**src/sv/nsf_pkg.sv**
```systemverilog
// Types and constants for the NMEA sentence framer.
// No dependencies; used by every module of the block by scoped names.
package nsf_pkg;

    // Characters the front end looks for
    localparam logic [7:0] CH_DOLLAR = 8'h24;
    localparam logic [7:0] CH_STAR   = 8'h2A;
    localparam logic [7:0] CH_COMMA  = 8'h2C;
    localparam logic [7:0] CH_SPACE  = 8'h20;
    localparam logic [7:0] CH_TAB    = 8'h09;
    localparam logic [7:0] CH_CR     = 8'h0D;
    localparam logic [7:0] CH_LF     = 8'h0A;

    // Result status codes
    localparam logic [2:0] ST_OK         = 3'd0;
    localparam logic [2:0] ST_NO_DOLLAR  = 3'd1;
    localparam logic [2:0] ST_CSUM_LEN   = 3'd2;
    localparam logic [2:0] ST_CSUM_NOHEX = 3'd3;
    localparam logic [2:0] ST_BAD_ID     = 3'd4;

    // Sentence kinds
    localparam logic [3:0] KIND_UNKNOWN = 4'd0;
    localparam logic [3:0] KIND_GGA     = 4'd1;
    localparam logic [3:0] KIND_GNS     = 4'd2;
    localparam logic [3:0] KIND_GST     = 4'd3;
    localparam logic [3:0] KIND_RMC     = 4'd4;
    localparam logic [3:0] KIND_VTG     = 4'd5;
    localparam logic [3:0] KIND_THS     = 4'd6;
    localparam logic [3:0] KIND_GSA     = 4'd7;
    localparam logic [3:0] KIND_ZDA     = 4'd8;

    localparam int NUM_SUFFIX = 5;
    localparam int NUM_FORMAT = 8;

    // Secondary-antenna suffixes (four upper-case chars) and their kinds
    localparam logic [31:0] SUFFIX_TAB [NUM_SUFFIX] = '{
        32'h4747_4148, 32'h474E_5348, 32'h4753_5448, 32'h524D_4348, 32'h5654_4748
    };
    localparam logic [3:0] SUFFIX_KIND [NUM_SUFFIX] = '{
        KIND_GGA, KIND_GNS, KIND_GST, KIND_RMC, KIND_VTG
    };

    // Three-letter formatters and their kinds
    localparam logic [23:0] FORMAT_TAB [NUM_FORMAT] = '{
        24'h474741, 24'h474E53, 24'h475354, 24'h524D43,
        24'h565447, 24'h544853, 24'h475341, 24'h5A4441
    };
    localparam logic [3:0] FORMAT_KIND [NUM_FORMAT] = '{
        KIND_GGA, KIND_GNS, KIND_GST, KIND_RMC,
        KIND_VTG, KIND_THS, KIND_GSA, KIND_ZDA
    };

    // Parse phase of the current line
    typedef enum logic [1:0] {
        PH_WAIT   = 2'd0,
        PH_BODY   = 2'd1,
        PH_STAR   = 2'd2,
        PH_REJECT = 2'd3
    } phase_t;

    // Classified word handed from front end to back end
    typedef struct packed {
        logic [7:0] raw;
        logic [7:0] upper;
        logic [3:0] nibble;
        logic       is_hex;
        logic       is_space;
        logic       is_dollar;
        logic       is_star;
        logic       is_comma;
        logic       line_end;
    } class_t;

    // Running parse state of one line
    typedef struct packed {
        phase_t      phase;
        logic [7:0]  running_xor;
        logic [31:0] id_tail;
        logic [15:0] id_head;
        logic [7:0]  id_count;
        logic        id_closed;
        logic [7:0]  comma_count;
        logic [7:0]  star_count;
        logic [7:0]  hex_digits;
        logic [1:0]  hex_ok;
    } line_state_t;

    // One result word
    typedef struct packed {
        logic [2:0]  status;
        logic [3:0]  kind;
        logic        secondary;
        logic        present;
        logic        valid;
        logic [7:0]  computed;
        logic [7:0]  received;
        logic [7:0]  id_length;
        logic [7:0]  talker_length;
        logic [15:0] talker_chars;
        logic [7:0]  field_count;
    } result_t;

endpackage

```
**src/sv/nsf_front.sv**
```systemverilog
// Front end: classifies each incoming byte and registers the class word.
// Depends on nsf_pkg.
module nsf_front (
    input  logic            aclk,
    input  logic            aresetn,
    input  logic            s_valid,
    output logic            s_ready,
    input  logic [7:0]      s_line_byte,
    input  logic            s_line_end,
    output logic            out_valid,
    input  logic            out_ready,
    output nsf_pkg::class_t out_item
);

    nsf_pkg::class_t cls;
    nsf_pkg::class_t item_reg;
    logic            valid_reg;

    // Byte classification
    always_comb begin
        cls           = '0;
        cls.raw       = s_line_byte;
        cls.line_end  = s_line_end;
        cls.is_space  = s_line_byte inside {nsf_pkg::CH_SPACE, nsf_pkg::CH_TAB,
                                            nsf_pkg::CH_CR, nsf_pkg::CH_LF};
        cls.is_dollar = (s_line_byte == nsf_pkg::CH_DOLLAR);
        cls.is_star   = (s_line_byte == nsf_pkg::CH_STAR);
        cls.is_comma  = (s_line_byte == nsf_pkg::CH_COMMA);
        cls.upper     = s_line_byte;
        if (s_line_byte inside {[8'h61:8'h7A]}) begin
            cls.upper = s_line_byte & 8'hDF;
        end
        if (s_line_byte inside {[8'h30:8'h39]}) begin
            cls.is_hex = 1'b1;
            cls.nibble = s_line_byte[3:0];
        end else if (s_line_byte inside {[8'h41:8'h46], [8'h61:8'h66]}) begin
            cls.is_hex = 1'b1;
            cls.nibble = s_line_byte[3:0] + 4'd9;
        end
    end

    assign s_ready   = !valid_reg || out_ready;
    assign out_valid = valid_reg;
    assign out_item  = item_reg;

    // Stage register
    always_ff @(posedge aclk) begin
        if (!aresetn) begin
            valid_reg <= 1'b0;
        end else if (s_valid && s_ready) begin
            valid_reg <= 1'b1;
        end else if (out_ready) begin
            valid_reg <= 1'b0;
        end
    end

    always_ff @(posedge aclk) begin
        if (s_valid && s_ready) begin
            item_reg <= cls;
        end
    end

endmodule

```
**src/sv/nsf_fifo.sv**
```systemverilog
// Short flip-flop queue between front and back end.
// Depends on nsf_pkg (class word type).
module nsf_fifo #(
    parameter int DEPTH = 2
) (
    input  logic            aclk,
    input  logic            aresetn,
    input  logic            push_valid,
    output logic            push_ready,
    input  nsf_pkg::class_t push_item,
    output logic            pop_valid,
    input  logic            pop_ready,
    output nsf_pkg::class_t pop_item
);

    localparam int AW = (DEPTH > 1) ? $clog2(DEPTH) : 1;
    localparam int CW = $clog2(DEPTH + 1);
    localparam logic [AW-1:0] LAST = AW'(DEPTH - 1);
    localparam logic [CW-1:0] FULL = CW'(DEPTH);

    nsf_pkg::class_t mem_reg [DEPTH];
    logic [AW-1:0]   wr_ptr_reg;
    logic [AW-1:0]   rd_ptr_reg;
    logic [CW-1:0]   count_reg;
    logic            do_push;
    logic            do_pop;

    assign push_ready = (count_reg != FULL);
    assign pop_valid  = (count_reg != '0);
    assign pop_item   = mem_reg[rd_ptr_reg];
    assign do_push    = push_valid && push_ready;
    assign do_pop     = pop_valid && pop_ready;

    // Pointers and fill count
    always_ff @(posedge aclk) begin
        if (!aresetn) begin
            wr_ptr_reg <= '0;
            rd_ptr_reg <= '0;
            count_reg  <= '0;
        end else begin
            if (do_push) begin
                wr_ptr_reg <= (wr_ptr_reg == LAST) ? '0 : wr_ptr_reg + 1'b1;
            end
            if (do_pop) begin
                rd_ptr_reg <= (rd_ptr_reg == LAST) ? '0 : rd_ptr_reg + 1'b1;
            end
            if (do_push && !do_pop) begin
                count_reg <= count_reg + 1'b1;
            end else if (do_pop && !do_push) begin
                count_reg <= count_reg - 1'b1;
            end
        end
    end

    // Storage
    always_ff @(posedge aclk) begin
        if (do_push) begin
            mem_reg[wr_ptr_reg] <= push_item;
        end
    end

endmodule

```
**src/sv/nsf_back.sv**
```systemverilog
// Back end: per-byte line parser, trailing-blank snapshot, result register.
// Depends on nsf_pkg.
module nsf_back (
    input  logic            aclk,
    input  logic            aresetn,
    input  logic            in_valid,
    output logic            in_ready,
    input  nsf_pkg::class_t in_item,
    output logic            m_valid,
    input  logic            m_ready,
    output nsf_pkg::result_t m_result
);

    nsf_pkg::line_state_t live_reg;
    nsf_pkg::line_state_t kept_reg;
    nsf_pkg::line_state_t live_next;
    nsf_pkg::line_state_t kept_next;
    nsf_pkg::result_t     result_next;
    nsf_pkg::result_t     result_reg;
    logic                 out_valid_reg;
    logic                 out_free;
    logic                 take;

    function automatic logic [7:0] sat_inc(input logic [7:0] v);
        return (v == 8'hFF) ? v : v + 8'd1;
    endfunction

    // One byte through the line parser
    function automatic nsf_pkg::line_state_t step(input nsf_pkg::line_state_t s,
                                                  input nsf_pkg::class_t c);
        nsf_pkg::line_state_t r;
        r = s;
        case (s.phase)
            nsf_pkg::PH_WAIT: begin
                if (!c.is_space) begin
                    r.phase = c.is_dollar ? nsf_pkg::PH_BODY : nsf_pkg::PH_REJECT;
                end
            end
            nsf_pkg::PH_BODY: begin
                if (c.is_star) begin
                    r.phase = nsf_pkg::PH_STAR;
                end else begin
                    r.running_xor = s.running_xor ^ c.raw;
                    if (c.is_comma) begin
                        r.comma_count = sat_inc(s.comma_count);
                        r.id_closed   = 1'b1;
                    end else if (!s.id_closed) begin
                        if (s.id_count == 8'd0) begin
                            r.id_head = {c.upper, 8'h00};
                        end else if (s.id_count == 8'd1) begin
                            r.id_head = {s.id_head[15:8], c.upper};
                        end
                        r.id_tail  = {s.id_tail[23:0], c.upper};
                        r.id_count = sat_inc(s.id_count);
                    end
                end
            end
            nsf_pkg::PH_STAR: begin
                if (s.star_count < 8'd2 && c.is_hex) begin
                    if (s.star_count == 8'd0) begin
                        r.hex_digits = {c.nibble, 4'h0};
                        r.hex_ok     = s.hex_ok | 2'b10;
                    end else begin
                        r.hex_digits = s.hex_digits | {4'h0, c.nibble};
                        r.hex_ok     = s.hex_ok | 2'b01;
                    end
                end
                r.star_count = sat_inc(s.star_count);
            end
            default: begin
                r = s;
            end
        endcase
        return r;
    endfunction

    // Result from the snapshot taken at the last non-blank byte
    function automatic nsf_pkg::result_t finish(input nsf_pkg::line_state_t s);
        nsf_pkg::result_t r;
        logic             found;
        logic [7:0]       flen;
        r     = '0;
        found = 1'b0;
        flen  = 8'd3;
        if (s.phase == nsf_pkg::PH_WAIT || s.phase == nsf_pkg::PH_REJECT) begin
            r.status = nsf_pkg::ST_NO_DOLLAR;
        end else begin
            r.status      = nsf_pkg::ST_OK;
            r.computed    = s.running_xor;
            r.id_length   = s.id_count;
            r.field_count = sat_inc(s.comma_count);
            if (s.phase == nsf_pkg::PH_STAR) begin
                r.present = 1'b1;
                if (s.star_count != 8'd2) begin
                    r.status = nsf_pkg::ST_CSUM_LEN;
                end else if (s.hex_ok != 2'b11) begin
                    r.status = nsf_pkg::ST_CSUM_NOHEX;
                end else begin
                    r.received = s.hex_digits;
                    r.valid    = (s.hex_digits == s.running_xor);
                end
            end
            if (r.status == nsf_pkg::ST_OK && s.id_count < 8'd3) begin
                r.status = nsf_pkg::ST_BAD_ID;
            end
            if (r.status == nsf_pkg::ST_OK) begin
                if (s.id_count >= 8'd4) begin
                    for (int i = 0; i < nsf_pkg::NUM_SUFFIX; i++) begin
                        if (!found && s.id_tail == nsf_pkg::SUFFIX_TAB[i]) begin
                            found       = 1'b1;
                            r.secondary = 1'b1;
                            r.kind      = nsf_pkg::SUFFIX_KIND[i];
                            flen        = 8'd4;
                        end
                    end
                end
                for (int i = 0; i < nsf_pkg::NUM_FORMAT; i++) begin
                    if (!found && s.id_tail[23:0] == nsf_pkg::FORMAT_TAB[i]) begin
                        found  = 1'b1;
                        r.kind = nsf_pkg::FORMAT_KIND[i];
                    end
                end
                r.talker_length = s.id_count - flen;
                r.talker_chars  = s.id_head;
            end
        end
        return r;
    endfunction

    // Next parse state and snapshot
    always_comb begin
        live_next   = step(live_reg, in_item);
        kept_next   = in_item.is_space ? kept_reg : live_next;
        result_next = finish(kept_next);
    end

    // Only a line-end word needs the output slot
    assign out_free = !out_valid_reg || m_ready;
    assign in_ready = !in_item.line_end || out_free;
    assign take     = in_valid && in_ready;
    assign m_valid  = out_valid_reg;
    assign m_result = result_reg;

    // Line state, cleared after each line end
    always_ff @(posedge aclk) begin
        if (!aresetn) begin
            live_reg <= '0;
            kept_reg <= '0;
        end else if (take) begin
            if (in_item.line_end) begin
                live_reg <= '0;
                kept_reg <= '0;
            end else begin
                live_reg <= live_next;
                kept_reg <= kept_next;
            end
        end
    end

    // Output register
    always_ff @(posedge aclk) begin
        if (!aresetn) begin
            out_valid_reg <= 1'b0;
        end else if (take && in_item.line_end) begin
            out_valid_reg <= 1'b1;
        end else if (m_ready) begin
            out_valid_reg <= 1'b0;
        end
    end

    always_ff @(posedge aclk) begin
        if (take && in_item.line_end) begin
            result_reg <= result_next;
        end
    end

endmodule

```
**src/sv/nmea_sentence_framer.sv**
```systemverilog
// NMEA 0183 sentence framer: top level, front end + queue + back end.
// Depends on nsf_pkg, nsf_front, nsf_fifo, nsf_back.
//
//  channel | dir | handshake          | payload
//  --------+-----+--------------------+--------------------------------------
//  s_      | in  | s_valid / s_ready  | line_byte, line_end (one word a byte)
//  m_      | out | m_valid / m_ready  | eleven result fields, one per line
//
// One byte per cycle while s_ready is high; the back end's per-byte parser update
// sets the rate. A line-end word reaches m_ through the front register, the queue
// and the result register, in that order.
// Reset is synchronous, active low, and clears all line state.
// When m_ stalls, bytes keep flowing until the next line end reaches the back
// end; then the queue and the front register fill and s_ready drops.
module nmea_sentence_framer #(
    parameter int FIFO_DEPTH = 2
) (
    input  logic        aclk,
    input  logic        aresetn,
    input  logic        s_valid,
    output logic        s_ready,
    input  logic [7:0]  s_line_byte,
    input  logic        s_line_end,
    output logic        m_valid,
    input  logic        m_ready,
    output logic [2:0]  m_status,
    output logic [3:0]  m_sentence_kind,
    output logic        m_second_antenna,
    output logic        m_csum_seen,
    output logic        m_csum_ok,
    output logic [7:0]  m_computed_checksum,
    output logic [7:0]  m_received_checksum,
    output logic [7:0]  m_identifier_length,
    output logic [7:0]  m_talker_length,
    output logic [15:0] m_talker_chars,
    output logic [7:0]  m_field_count
);

    nsf_pkg::class_t  front_item;
    nsf_pkg::class_t  queue_item;
    nsf_pkg::result_t result;
    logic             front_valid;
    logic             front_ready;
    logic             queue_valid;
    logic             queue_ready;

    nsf_front u_front (
        .aclk        (aclk),
        .aresetn     (aresetn),
        .s_valid     (s_valid),
        .s_ready     (s_ready),
        .s_line_byte (s_line_byte),
        .s_line_end  (s_line_end),
        .out_valid   (front_valid),
        .out_ready   (front_ready),
        .out_item    (front_item)
    );

    nsf_fifo #(
        .DEPTH (FIFO_DEPTH)
    ) u_fifo (
        .aclk       (aclk),
        .aresetn    (aresetn),
        .push_valid (front_valid),
        .push_ready (front_ready),
        .push_item  (front_item),
        .pop_valid  (queue_valid),
        .pop_ready  (queue_ready),
        .pop_item   (queue_item)
    );

    nsf_back u_back (
        .aclk     (aclk),
        .aresetn  (aresetn),
        .in_valid (queue_valid),
        .in_ready (queue_ready),
        .in_item  (queue_item),
        .m_valid  (m_valid),
        .m_ready  (m_ready),
        .m_result (result)
    );

    // Result fields onto their ports
    assign m_status            = result.status;
    assign m_sentence_kind     = result.kind;
    assign m_second_antenna    = result.secondary;
    assign m_csum_seen         = result.present;
    assign m_csum_ok           = result.valid;
    assign m_computed_checksum = result.computed;
    assign m_received_checksum = result.received;
    assign m_identifier_length = result.id_length;
    assign m_talker_length     = result.talker_length;
    assign m_talker_chars      = result.talker_chars;
    assign m_field_count       = result.field_count;

endmodule

```
**config.mk**
```make
export PLATFORM = sky130hd
export DESIGN_NAME = nmea_sentence_framer
export DESIGN_NICKNAME = d
export VERILOG_FILES = /design/src/sv/nsf_pkg.sv /design/src/sv/nsf_front.sv /design/src/sv/nsf_fifo.sv /design/src/sv/nsf_back.sv /design/src/sv/nmea_sentence_framer.sv
export SDC_FILE = /design/constraint.sdc
export NUM_CORES = 1
export LEC_CHECK = 0
export BUFFER_PORTS_ARGS = -buffer_cell sky130_fd_sc_hd__buf_2
export CAP_MARGIN = 20
export CELL_PAD_IN_SITES_DETAIL_PLACEMENT = 1
export CELL_PAD_IN_SITES_GLOBAL_PLACEMENT = 1
export CORE_UTILIZATION = 30
export DETAILED_ROUTE_END_ITERATION = 7
export GPL_TIMING_DRIVEN = 0
export PLACE_DENSITY = 0.53
export SLEW_MARGIN = 20
export SYNTH_ARGS = -nofsm -noshare
export SYNTH_HDL_FRONTEND = slang
export SYNTH_SLANG_ARGS = --single-unit
```
**constraint.sdc**
```tcl
create_clock -name aclk -period 10.7 [get_ports aclk]
set_input_delay 0.535 -clock aclk [delete_from_list [all_inputs] [get_ports aclk]]
set_output_delay 0.535 -clock aclk [all_outputs]
set_load 0.02 [all_outputs]
```
==> metrics.log, run 1 <==
[metrics] placeable core region: 51500 um2
[metrics] maximum capacitance violations: 0
[metrics] P&R area growth vs syn: 16.5%
[metrics] Detail Placement HPWL: ~43 mm
[metrics] data required time of the worst path: roughly 11000 ps
[metrics] pre-CTS WS: 4850 ps
[metrics] post-synthesis net count: 1697
[metrics] top_reg_cell synth: sky130_fd_sc_hd__dfxtp_1
[metrics] DRC violations left: 0
[metrics] Final #Nets: between 1500 and 2000
[metrics] largest net degree at the start of global routing: 28
[metrics] quantity of hold-fixing buffers added after cts: 0
[metrics] Die ar.: roughly 53000 um2
[metrics] maximum operating frequency: about 170 MHz
[metrics] gp weighted congestion: between 0.8 and 0.9
[metrics] number of nets still failing antenna checks after routing: 0
[metrics] area used by multi-input combinational logic: around 7600 um2
[metrics] maximum clock insertion buffer count: 3
[metrics] via count of the first global-routing pass: roughly 14000
[metrics] Slew Limit Fails: 0
[metrics] Pleak: roughly 0.0062 uW
[metrics] number of placement rows: 83
[metrics] post-layout worst setup margin: around 4900 ps
[metrics] final-report setup violation count: 0
[metrics] Power Density: between 200 and 250 nW/um2
[metrics] number of enable flip-flop cells after synthesis: 123
[metrics] Root Buffer: sky130_fd_sc_hd__clkbuf_16
[metrics] Mapped Cells: roughly 1700
[metrics] number of top-level design ports: 81
[metrics] routed length per placed instance: around 24 um
[metrics] Die Span X: roughly 230 um
[metrics] PortBufs: a little under 80
[metrics] Hold Slack: about 170 ps
[metrics] worst hold path type: in2reg
[metrics] worst-path cell with the longest stage delay: sky130_fd_sc_hd__nor3_1
[metrics] slew of the pin with the lowest slew margin: around 1100 ps
[metrics] number of inserted filler cells in the final layout: slightly below 6000
[metrics] CTS resizes: 0
[metrics] largest clock skew in the final design: around 23 ps
[metrics] unrepaired setup endpoints after global routing: false
[metrics] routed vias: ~13000
[metrics] Slew HR: between 20% and 30%
[metrics] vias per inst: about 5.4
[metrics] number of buffers added for setup after CTS: 0
[metrics] grt total ovfl: 0
[metrics] antenna violations before repair: 1
[metrics] CP peak stage delay: approximately 890 ps
[metrics] effective utilization at floorplan: approximately 30%
[metrics] number of sinks on the clock net: 315
[metrics] final clock period utilization by the worst path: 53.9%
[metrics] sequential fraction of the synthesis area: 48.1%
[metrics] Worst Path Class, Setup: reg2reg
[metrics] cell area after synthesis: 15700 um2
[metrics] count of state elements after synthesis: ~320
[metrics] DRC marker count from the first detailed-route iteration: roughly 920
[metrics] source-to-sink clock delay at the later pin of the worst-skew pair: 570 ps
[metrics] total CTS buffers: 39
[metrics] die height: roughly 230 um
[metrics] arrival time at the worst endpoint: 6080 ps
[metrics] Final Hold Viols: 0
[metrics] mean instance size in the synthesized netlist: 9.41 um2
[metrics] Largest register FFs: 93
[metrics] critical-path maximum fanout: 10
[metrics] ratio of cells with drive above 1 in the final layout: 11.1%
[metrics] First-pass DRT Iterations: 5
[metrics] Worst-path clk slew: around 60 ps
[metrics] kind of end point of the critical path: flop
[metrics] clock period minus final worst setup slack: approximately 5800 ps
[metrics] clock tree from TritonCTS: done
[metrics] count of yosys warnings during synthesis: 0
[metrics] Post-Route WL: slightly below 60 mm
[metrics] peak supply drop: slightly above 0.09 mV
[metrics] area occupied by registers: about 7500 um2
[metrics] launching element type of the critical path: flop
[metrics] setup tns final: 0 ps
[metrics] status: completed
[metrics] post-synthesis cell type count: 79
[metrics] cell chain of the critical path: buf_6 > mux2i_1 > nand4_1 > clkbuf_1 > nor4_1 > xor2_1 > o32a_1 > nor3_1 > o21bai_1 > ha_1 > inv_1 > fa_1 > a21o_1 > nor3_1 > xor2_1 > nor2_1
[metrics] all-layer global routing usage: between 20 and 25%
[metrics] global-route wire length before repair: between 80 and 90 mm
[metrics] H-tree depth reported by CTS: 2
[metrics] ys async rst share: 0%
==> report_power, final <==
part	internal, uW	switching (uW)	leakage (uW)
clock network	822	532	0.000621
registers	1390	42.3	0.00272
logic	285	987	0.00288
==> path summary, 6_finish.rpt <==
kind / from / to / slack, ps / depth (start not counted)
max: flop / u_back.m_result[30] / 4930 / 16
min: s_line_end / u_front.out_item[0] / 170 / 1
max reg2reg: flop / u_back.m_result[30] / 4930 / 16
min reg2reg: u_front.out_item[9] / u_fifo.mem_reg[0][9] / 440 / 0
==> layout by cell type (no fill, tap or decap), types with 26 or more instances in the layout <==
cell / instances
sky130_fd_sc_hd__dfxtp_1: 192
sky130_fd_sc_hd__nor2b_1: 162
sky130_fd_sc_hd__nor2_1: 108
sky130_fd_sc_hd__clkbuf_1: 100
sky130_fd_sc_hd__nand3_1: 42
sky130_fd_sc_hd__nand2_1: 163
sky130_fd_sc_hd__clkbuf_16: 39
sky130_fd_sc_hd__o21ai_0: 93
sky130_fd_sc_hd__nand4_1: 29
sky130_fd_sc_hd__buf_2: 99
sky130_fd_sc_hd__edfxtp_1: 123
sky130_fd_sc_hd__a22oi_1: 115
sky130_fd_sc_hd__mux2i_1: 33
sky130_fd_sc_hd__nor3_1: 26
sky130_fd_sc_hd__and2_1: 59
sky130_fd_sc_hd__a21oi_1: 65
==> kinds of logic after synthesis <==
family,after synthesis,synth area share [%]
compound gates,405,17.3
simple gates,692,23.6
buf+inv,147,3.82
flops,315,48.1
xor+xnor,36,2.01
mux,53,3.68
fa+ha+maj,18,1.48
==> worst max-delay path, delay by kind of cell (launching register included) <==
kind | cells | cell delay, ps
adders and majority gates | 2 | 590
AOI/OAI and AO/OA | 3 | 780
and+or+nand+nor | 5 | 2150
muxes | 1 | 650
buffers and inverters | 3 | 610
xor gates and xnor gates | 2 | 400
DFF | 1 | 320
==> cells in the mapped netlist, types with 6 or more instances <==
cell	n	area [um2]
sky130_fd_sc_hd__nand2_1	163	612
sky130_fd_sc_hd__nand2b_1	8	50.1
sky130_fd_sc_hd__a21oi_1	66	330
sky130_fd_sc_hd__and3_1	14	87.6
sky130_fd_sc_hd__a31oi_1	24	150
sky130_fd_sc_hd__xor2_1	21	184
sky130_fd_sc_hd__inv_1	22	82.6
sky130_fd_sc_hd__a21o_1	6	45.0
sky130_fd_sc_hd__ha_1	17	213
sky130_fd_sc_hd__a21boi_0	13	97.6
sky130_fd_sc_hd__nor3_1	26	130
sky130_fd_sc_hd__nand3_1	42	210
sky130_fd_sc_hd__mux2i_1	33	330
sky130_fd_sc_hd__o31ai_1	6	45.0
sky130_fd_sc_hd__clkbuf_1	90	338
sky130_fd_sc_hd__nor4_1	13	81.3
sky130_fd_sc_hd__a41oi_1	6	52.6
sky130_fd_sc_hd__or3_1	20	125
sky130_fd_sc_hd__a22oi_1	115	863
sky130_fd_sc_hd__nor4b_1	6	52.6
sky130_fd_sc_hd__nand4_1	29	181
sky130_fd_sc_hd__mux2_2	16	180
sky130_fd_sc_hd__nor2_1	110	413
sky130_fd_sc_hd__o21ai_0	93	465
sky130_fd_sc_hd__nand3b_1	7	52.6
sky130_fd_sc_hd__edfxtp_1	123	3690
sky130_fd_sc_hd__and2_1	59	369
sky130_fd_sc_hd__a32oi_1	6	52.6
sky130_fd_sc_hd__xnor2_1	15	131
sky130_fd_sc_hd__buf_1	9	33.8
sky130_fd_sc_hd__o41ai_1	22	193
sky130_fd_sc_hd__dfxtp_1	192	3840
sky130_fd_sc_hd__nor2b_1	162	1010
sky130_fd_sc_hd__buf_2	20	100
==> layout make-up <==
class,count,area share [%]
antenna,1,0.0137
clock inverter,19,1.35
sequential,315,41.3
buffer,124,2.81
tap,680,4.66
inverter,23,0.473
multi-input combinational,1204,41.4
clock buffer,50,5.62
timing repair buffer,82,2.44
==> metrics by stage <==
stage	total power (uW)	utilization (%)	cell area (um2)	cells
global placement	2710	32.9	16900	2425
global route	4240	35.5	18300	2497
finish	4060	35.5	18300	2498
CTS	4100	35.5	18300	2497
detailed placement	2740	33.0	17000	2428
floorplan	2170	-	15700	1666
==> routing by layer <==
layer / GRT usage [%] / share of wire [%] / vias up
li1: - / - / 6313
met1: 29.7 / 46 / 6722
met2: 35.9 / 46 / 335
met3: 3.27 / 4.6 / 97
met4: 8.61 / 3.7 / 0
met5: 0 / 0 / -
Note: power is estimated with default switching activity, not from simulation.
==> inputs of run 2 (changes only) <==
PLACE_DENSITY = 0.55   (was 0.53)
clock period = 4.7 ns   (was 10.7 ns; I/O delays follow)
==> metrics.log, run 2 (synthesized netlist as in run 1, its figures left out) <==
[metrics] ratio of cells with drive above 1 in the final layout: 14.7% (+3.6 points)
[metrics] critical-path maximum fanout: 10 (unchanged)
[metrics] Util after Layout: 36.5% (+1.1 points)
[metrics] Root Buffer: sky130_fd_sc_hd__clkbuf_16
[metrics] Internal Pwr Total: 5760 uW (+130%)
[metrics] largest net degree at the start of global routing: 27 (-3.6%)
[metrics] cell chain of the critical path: buf_6 > mux2_4 > buf_2 > o41ai_2 > a31oi_2 > nor3_1 > nand3b_1 > o41a_1 > a21boi_4 > o21bai_2 > inv_1 > ha_1 > a21o_1 > a21o_1 > nor3_1 > xnor2_1 > nor2_1
[metrics] proportion of power drawn by combinational gates: 32.1% (+0.8 points)
[metrics] all-layer global routing usage: 22.2% (+0.030 points)
[metrics] Worst-path clk slew: 60 ps (about the same)
[metrics] via count of the first global-routing pass: 13500 (+0.18%)
[metrics] Slew HR: 34.3% (+7.5 points)
[metrics] DRC marker count from the first detailed-route iteration: 971 (+5.2%)
[metrics] Net Switching: 3630 uW (+130%)
[metrics] maximum capacitance violations: 0 (unchanged)
[metrics] Pleak: 0.00640 uW (+2.9%)
[metrics] grt total ovfl: 0 (unchanged)
[metrics] routed vias: 13600 (+1.2%)
[metrics] final antenna diode count: 0 (-1)
[metrics] clock period minus final worst setup slack: 4550 ps (-1210 ps)
[metrics] maximum clock insertion buffer count: 3 (unchanged)
[metrics] largest clock skew in the final design: 25.5 ps (+2.64 ps)
[metrics] number of nets still failing antenna checks after routing: 0 (unchanged)
[metrics] clock tree from TritonCTS: done
[metrics] Worst Path Class, Setup: reg2reg
[metrics] die height: 231 um (unchanged)
[metrics] Detail Placement HPWL: 42.7 mm (about the same)
[metrics] launching element type of the critical path: flop
[metrics] number of top-level design ports: 81 (unchanged)
[metrics] Final Hold Viols: 0 (unchanged)
[metrics] final-report setup violation count: 0 (unchanged)
[metrics] leading cell types in the layout, fill and taps excluded: sky130_fd_sc_hd__dfxtp_1, sky130_fd_sc_hd__nand2_1, sky130_fd_sc_hd__nor2b_1
[metrics] filler-free cell count of the finished design: 2520 (+0.88%)
[metrics] area used by multi-input combinational logic: 7840 um2 (+3.7%)
[metrics] global-route wire length before repair: 88.0 mm (+0.73%)
[metrics] number of placement rows: 83 (unchanged)
[metrics] worst-path cell with the longest stage delay: sky130_fd_sc_hd__o41a_1
[metrics] Power Total: 9390 uW (+130%)
[metrics] P&R area growth vs syn: 20.0%
[metrics] final clock period utilization by the worst path: 96.9% (+43 points)
[metrics] gp weighted congestion: 0.855 (-1.8%)
[metrics] CP peak stage delay: 540 ps (-350 ps)
[metrics] placeable core region: 51500 um2 (unchanged)
[metrics] Largest register FFs: 93 (unchanged)
[metrics] status: completed
[metrics] Power Density: 499 nW/um2 (+120%)
[metrics] data required time of the worst path: 5020 ps (-6000 ps)
[metrics] Post-Route WL: 59.5 mm (+1.1%)
[metrics] Seq pwr share: 34.8% (-0.5 points)
[metrics] PortBufs: 79 (unchanged)
[metrics] number of inserted filler cells in the final layout: 5942 (-0.20%)
[metrics] H-tree depth reported by CTS: 2 (unchanged)
[metrics] Die ar.: 53200 um2 (unchanged)
[metrics] unrepaired setup endpoints after global routing: true
[metrics] routed length per placed instance: 23.6 um (+0.22%)
[metrics] worst hold path type: in2reg
[metrics] slew of the pin with the lowest slew margin: 971 ps (-117 ps)
[metrics] count of placed standard cells including taps: 2428 (unchanged)
[metrics] Die Span X: 231 um (unchanged)
[metrics] number of sinks on the clock net: 315 (unchanged)
[metrics] total CTS buffers: 40 (+2.6%)
[metrics] most common cell after layout, fill and taps aside: sky130_fd_sc_hd__dfxtp_1
[metrics] kind of end point of the critical path: flop
[metrics] peak supply drop: 0.225 mV (+140%)
[metrics] DRC violations left: 0 (unchanged)
[metrics] antenna violations before repair: 1 (unchanged)
[metrics] maximum operating frequency: 220 MHz (+27%)
[metrics] source-to-sink clock delay at the later pin of the worst-skew pair: 570 ps (about the same)
[metrics] arrival time at the worst endpoint: 4880 ps (-1200 ps)
[metrics] clock network fraction of design power: 33.0% (-0.4 points)
[metrics] First-pass DRT Iterations: 5 (unchanged)
[metrics] vias per inst: 5.41 (+0.27%)
[metrics] effective utilization at floorplan: 30.4% (unchanged)
[metrics] switching part of the total power: 38.6% (+0.16 points)
[metrics] Slew Limit Fails: 0 (unchanged)
[metrics] Final #Nets: 1839 (+1.0%)
[metrics] area occupied by registers: 7540 um2 (about the same)
[metrics] Hold Slack: 119 ps (-49.6 ps)
run 2: final timing paths:
path / from / endpoint / slack, ps / cells after the start
worst min register to register: u_front.out_item[17] / u_fifo.mem_reg[1][17] / 440 / 0
worst max-delay path: flop / u_back.m_result[31] / 150 / 17
worst min-delay path: m_ready / u_back.m_valid / 120 / 3
worst max register to register: flop / u_back.m_result[31] / 150 / 17
run 2: worst max-delay path: cells and delay by family, from the launching register on:
family / cells / cell delay (ps)
simple gates: 4 / 790
fa+ha+maj: 1 / 240
mux: 1 / 390
compound gates: 7 / 1920
flops: 1 / 330
buf+inv: 3 / 510
xor+xnor: 1 / 140
run 2: area by class of cell:
cell class                 count  share of cell area [%]
clock buffer                  56                    5.86
sequential                   315                    40.1
buffer                       122                    2.97
timing repair buffer         101                    3.37
multi-input combinational   1205                    41.7
tap                          680                    4.52
inverter                      23                   0.459
clock inverter                18                    1.08
run 2: metrics by stage:
step / area, um2 / setup TNS (ps) / setup slack [ps]
floorplan: 15700 / 0 / 285
global route: 18800 / -283 / -104
CTS: 18600 / -59.7 / -59.7
global placement: 16900 / -198870 / -2110
finish: 18800 / 0 / 145
detailed placement: 17000 / -56490 / -1120
run 2: power groups by stage:
stage	registers, uW	logic (uW)	clock network [uW]
2_1_floorplan	3520	1400	0
3_3_place_gp	3330	2810	0
3_5_place_dp	3320	2880	0
4_1_cts	3270	2960	3180
5_1_grt	3300	3210	3280
6_report	3270	3020	3100
run 2: per-layer routing:
layer / up-vias / part of all wire, % / track usage (%) / wire (um)
met5: - / 0 / 0 / 0
met1: 6849 / 46 / 29.7 / 27100
met2: 323 / 47 / 36.6 / 27800
met4: 0 / 2.8 / 7.55 / 1680
li1: 6362 / - / - / -
met3: 88 / 4.9 / 3.10 / 2900
run 2: timing repair:
item / in CTS / in global routing
endpoints found under the hold margin: 10 / 0
setup buffers: 2 / 7
gates resized for setup: 37 / 40
gates cloned: 1 / 0
endpoints found under the setup margin: 89 / 32
hold buffers: 10 / 0
pin swaps: 2 / 3
==> inputs of run 3 (changes only) <==
ABC_AREA = 1   (was default)
PLACE_DENSITY = 0.57   (was 0.55)
==> metrics.log, run 3 <==
[metrics] status: completed
[metrics] ratio of cells with drive above 1 in the final layout: 15.1% (+0.39 points)
[metrics] Final Hold Viols: 0 (unchanged)
[metrics] PortBufs: 80 (+1.3%)
[metrics] slew of the pin with the lowest slew margin: 1080 ps (+114 ps)
[metrics] total CTS buffers: 40 (unchanged)
[metrics] worst hold start: s_line_end
[metrics] effective utilization at floorplan: 30.6% (+0.16 points)
[metrics] via count of the first global-routing pass: 14700 (+8.4%)
[metrics] most common cell after layout, fill and taps aside: sky130_fd_sc_hd__nand2_1
[metrics] Internal Pwr Total: 6500 uW (+13%)
[metrics] peak supply drop: 0.250 mV (+11%)
[metrics] die height: 232 um (+0.46%)
[metrics] placeable core region: 51700 um2 (+0.40%)
[metrics] arrival time at the worst endpoint: 4580 ps (-300 ps)
[metrics] Power Density: 610 nW/um2 (+22%)
[metrics] antenna violations before repair: 3 (+2)
[metrics] post-synthesis cell type count: 56 (-29%)
[metrics] fraction of post-synthesis cell area in the top cell type by area: 24.3% (-0.23 points)
[metrics] number of enable flip-flop cells after synthesis: 123 (unchanged)
[metrics] Die Span X: 232 um (+0.46%)
[metrics] final clock period utilization by the worst path: 91.4% (-5.5 points)
[metrics] clock tree from TritonCTS: done
[metrics] most frequent cells after synthesis: sky130_fd_sc_hd__nand2_1, sky130_fd_sc_hd__dfxtp_1, sky130_fd_sc_hd__inv_1
[metrics] dominant cells by area after synthesis: sky130_fd_sc_hd__dfxtp_1, sky130_fd_sc_hd__edfxtp_1, sky130_fd_sc_hd__nand2_1
[metrics] launching element type of the critical path: flop
[metrics] Util after Layout: 36.1% (-0.38 points)
[metrics] maximum operating frequency: 233 MHz (+6.0%)
[metrics] routed vias: 14100 (+3.2%)
[metrics] post-route design area: 18700 um2 (-0.65%)
[metrics] Worst R2R End: u_back.m_result[65]
[metrics] Pleak: 0.00724 uW (+13%)
[metrics] source-to-sink clock delay at the later pin of the worst-skew pair: 570 ps (about the same)
[metrics] clock network fraction of design power: 28.9% (-4.1 points)
[metrics] all-layer global routing usage: 21.3% (-0.93 points)
[metrics] final-report setup violation count: 0 (unchanged)
[metrics] cell area after synthesis: 15800 um2 (+0.93%)
[metrics] Post-Route WL: 56.5 mm (-5.1%)
[metrics] largest net degree at the start of global routing: 58 (+110%)
[metrics] setup slack, reg-to-reg: 400 ps (+260 ps)
[metrics] number of sinks on the clock net: 315 (unchanged)
[metrics] DRC marker count from the first detailed-route iteration: 575 (-41%)
[metrics] maximum capacitance violations: 0 (unchanged)
[metrics] gp weighted congestion: 0.829 (-3.0%)
[metrics] post-detailed-placement cell area: 17100 um2 (+0.79%)
[metrics] Slew Limit Fails: 0 (unchanged)
[metrics] Worst-path clk slew: 60 ps (about the same)
[metrics] most frequent cell after synthesis: sky130_fd_sc_hd__nand2_1
[metrics] Final #Nets: 2210 (+20%)
[metrics] vias per inst: 4.86 (-10%)
[metrics] kind of end point of the critical path: flop
[metrics] leading cell types in the layout, fill and taps excluded: sky130_fd_sc_hd__nand2_1, sky130_fd_sc_hd__dfxtp_1, sky130_fd_sc_hd__inv_1
[metrics] Largest register FFs: 93 (unchanged)
[metrics] Seq pwr share: 30.4% (-4.4 points)
[metrics] count of placed standard cells including taps: 2805 (+16%)
[metrics] unrepaired setup endpoints after global routing: false
[metrics] hold-critical path depth: 2 (-1)
[metrics] proportion of power drawn by combinational gates: 40.7% (+8.6 points)
[metrics] Slew HR: 27.7% (-6.7 points)
[metrics] H-tree depth reported by CTS: 2 (unchanged)
[metrics] clock period minus final worst setup slack: 4300 ps (-257 ps)
[metrics] worst hold path type: in2reg
[metrics] switching part of the total power: 43.0% (+4.4 points)
[metrics] ys async rst share: 0% (unchanged)
[metrics] largest clock skew in the final design: 26.0 ps (+0.484 ps)
[metrics] top_reg_cell synth: sky130_fd_sc_hd__dfxtp_1
[metrics] Die ar.: 53700 um2 (+0.93%)
[metrics] Worst Path Class, Setup: reg2reg
[metrics] Net Switching: 4900 uW (+35%)
[metrics] count of yosys warnings during synthesis: 0 (unchanged)
[metrics] DRC violations left: 0 (unchanged)
[metrics] Hold Crit Endpoint: u_front.out_item[0]
[metrics] post-synthesis net count: 2073 (+22%)
[metrics] P&R area growth vs syn: 18.1%
[metrics] mean instance size in the synthesized netlist: 7.75 um2 (-18%)
[metrics] count of state elements after synthesis: 315 (unchanged)
[metrics] First-pass DRT Iterations: 5 (unchanged)
[metrics] routed length per placed instance: 19.5 um (-17%)
[metrics] Power Total: 11400 uW (+21%)
[metrics] number of top-level design ports: 81 (unchanged)
[metrics] Detail Placement HPWL: 42.1 mm (-1.3%)
[metrics] number of nets still failing antenna checks after routing: 0 (unchanged)
[metrics] setup tns final: 0 ps (unchanged)
[metrics] sequential fraction of the synthesis area: 47.6% (-0.44 points)
[metrics] filler-free cell count of the finished design: 2892 (+15%)
[metrics] grt total ovfl: 0 (unchanged)
[metrics] Mapped Cells: 2042 (+23%)
[metrics] maximum clock insertion buffer count: 3 (unchanged)
[metrics] data required time of the worst path: 4980 ps (-40 ps)
[metrics] Root Buffer: sky130_fd_sc_hd__clkbuf_16
[metrics] most area-hungry cell type in the Yosys netlist: sky130_fd_sc_hd__dfxtp_1
[metrics] critical-path maximum fanout: 10 (unchanged)
[metrics] global-route wire length before repair: 86.7 mm (-1.5%)
[metrics] number of cells traversed by the worst register-to-register path: 14 (-3)
[metrics] number of placement rows: 83 (unchanged)
==> run 3: changes by cell type after synthesis, moves of 36 or more <==
cell / previous run / this run
sky130_fd_sc_hd__nor2_1: 110 / 157
sky130_fd_sc_hd__or2_2: 1 / 37
sky130_fd_sc_hd__o22ai_1: 0 / 40
sky130_fd_sc_hd__nand2_1: 163 / 638
sky130_fd_sc_hd__and2_1: 59 / 0
sky130_fd_sc_hd__a21oi_1: 66 / 154
sky130_fd_sc_hd__nand3_1: 42 / 90
sky130_fd_sc_hd__a22oi_1: 115 / 0
sky130_fd_sc_hd__nor2b_1: 162 / 0
sky130_fd_sc_hd__inv_1: 22 / 177
==> run 3: power groups by stage <==
| stage | clock network (uW) | registers, uW | logic, uW |
|---|---|---|---|
| floorplan | 0 | 3740 | 2560 |
| CTS | 3390 | 3460 | 4690 |
| global route | 3470 | 3500 | 5060 |
| finish | 3300 | 3460 | 4640 |
| detailed placement | 0 | 3520 | 4660 |
| global placement | 0 | 3530 | 4550 |
==> run 3: worst max-delay path by stage <==
stage | startpoint | to | slack (ps) | cells past startpoint
2_1_floorplan | flop | u_back.m_result[29] | 1440 | 24
3_3_place_gp | flop | u_back.m_result[29] | 210 | 23
3_5_place_dp | flop | u_back.m_result[29] | 180 | 24
4_1_cts | flop | u_back.m_result[29] | 160 | 24
5_1_grt | u_back.live_reg[91] | u_back.m_result[31] | 20 | 26
6_report | flop | u_back.m_result[65] | 400 | 14
==> run 3: what timing repair did <==
action                                 CTS  global route
setup endpoints to repair                0             2
endpoints found under the hold margin   13             0
resized for setup                        0            15
hold buffers                            12             0
setup buffers                            0             0
==> run 3: through the flow <==
stage / worst slack, ps / hold slack [ps]
after floorplan: 1440 / 334
after CTS: 157 / 350
after global placement: 215 / 416
final: 402 / 385
after detailed placement: 180 / 415
after global routing: 21.5 / 393
==> run 3: critical path, stage by stage (launching register included) <==
cell and delay [ps]:
sky130_fd_sc_hd__dfxtp_1 370, sky130_fd_sc_hd__buf_6 170, sky130_fd_sc_hd__or2_1 130, sky130_fd_sc_hd__nand2_2 90, sky130_fd_sc_hd__buf_4 220, sky130_fd_sc_hd__buf_6 180, sky130_fd_sc_hd__buf_4 220, sky130_fd_sc_hd__buf_4 220
sky130_fd_sc_hd__a311oi_1 790, sky130_fd_sc_hd__nand2_1 90, sky130_fd_sc_hd__o21ai_0 110, sky130_fd_sc_hd__inv_1 90, sky130_fd_sc_hd__ha_1 530, sky130_fd_sc_hd__clkbuf_1 620, sky130_fd_sc_hd__nor2_1 170
==> run 3: logic make-up (layout without fill, tap and decap cells) <==
family	Yosys count	count (layout)	synth area share [%]
xor gates and xnor gates	32	32	1.87
muxes	4	4	0.253
DFF	315	315	47.6
other	0	1	0
and+or+nand+nor	1064	1064	29.8
AOI/OAI and AO/OA	322	322	11.4
adders and majority gates	18	18	1.47
buffers and inverters	287	456	7.62
==> run 3: layout make-up <==
| type | instances | area, um2 |
|---|---|---|
| inverter | 187 | 704 |
| clock inverter | 28 | 324 |
| fill | 6302 | 33000 |
| sequential | 315 | 7540 |
| multi-input combinational | 1440 | 7100 |
| antenna | 1 | 2.50 |
| buffer | 100 | 527 |
| clock buffer | 46 | 1080 |
| tap | 680 | 851 |
| timing repair buffer | 95 | 571 |
==> run 3: metal layers <==
metal,vias up,part of all wire [%],track usage [%]
li1,6923,-,-
met1,6795,47,28.1
met2,246,46,34.5
met3,95,4.3,3.61
met4,2,3.3,8.10
met5,-,0.019,0
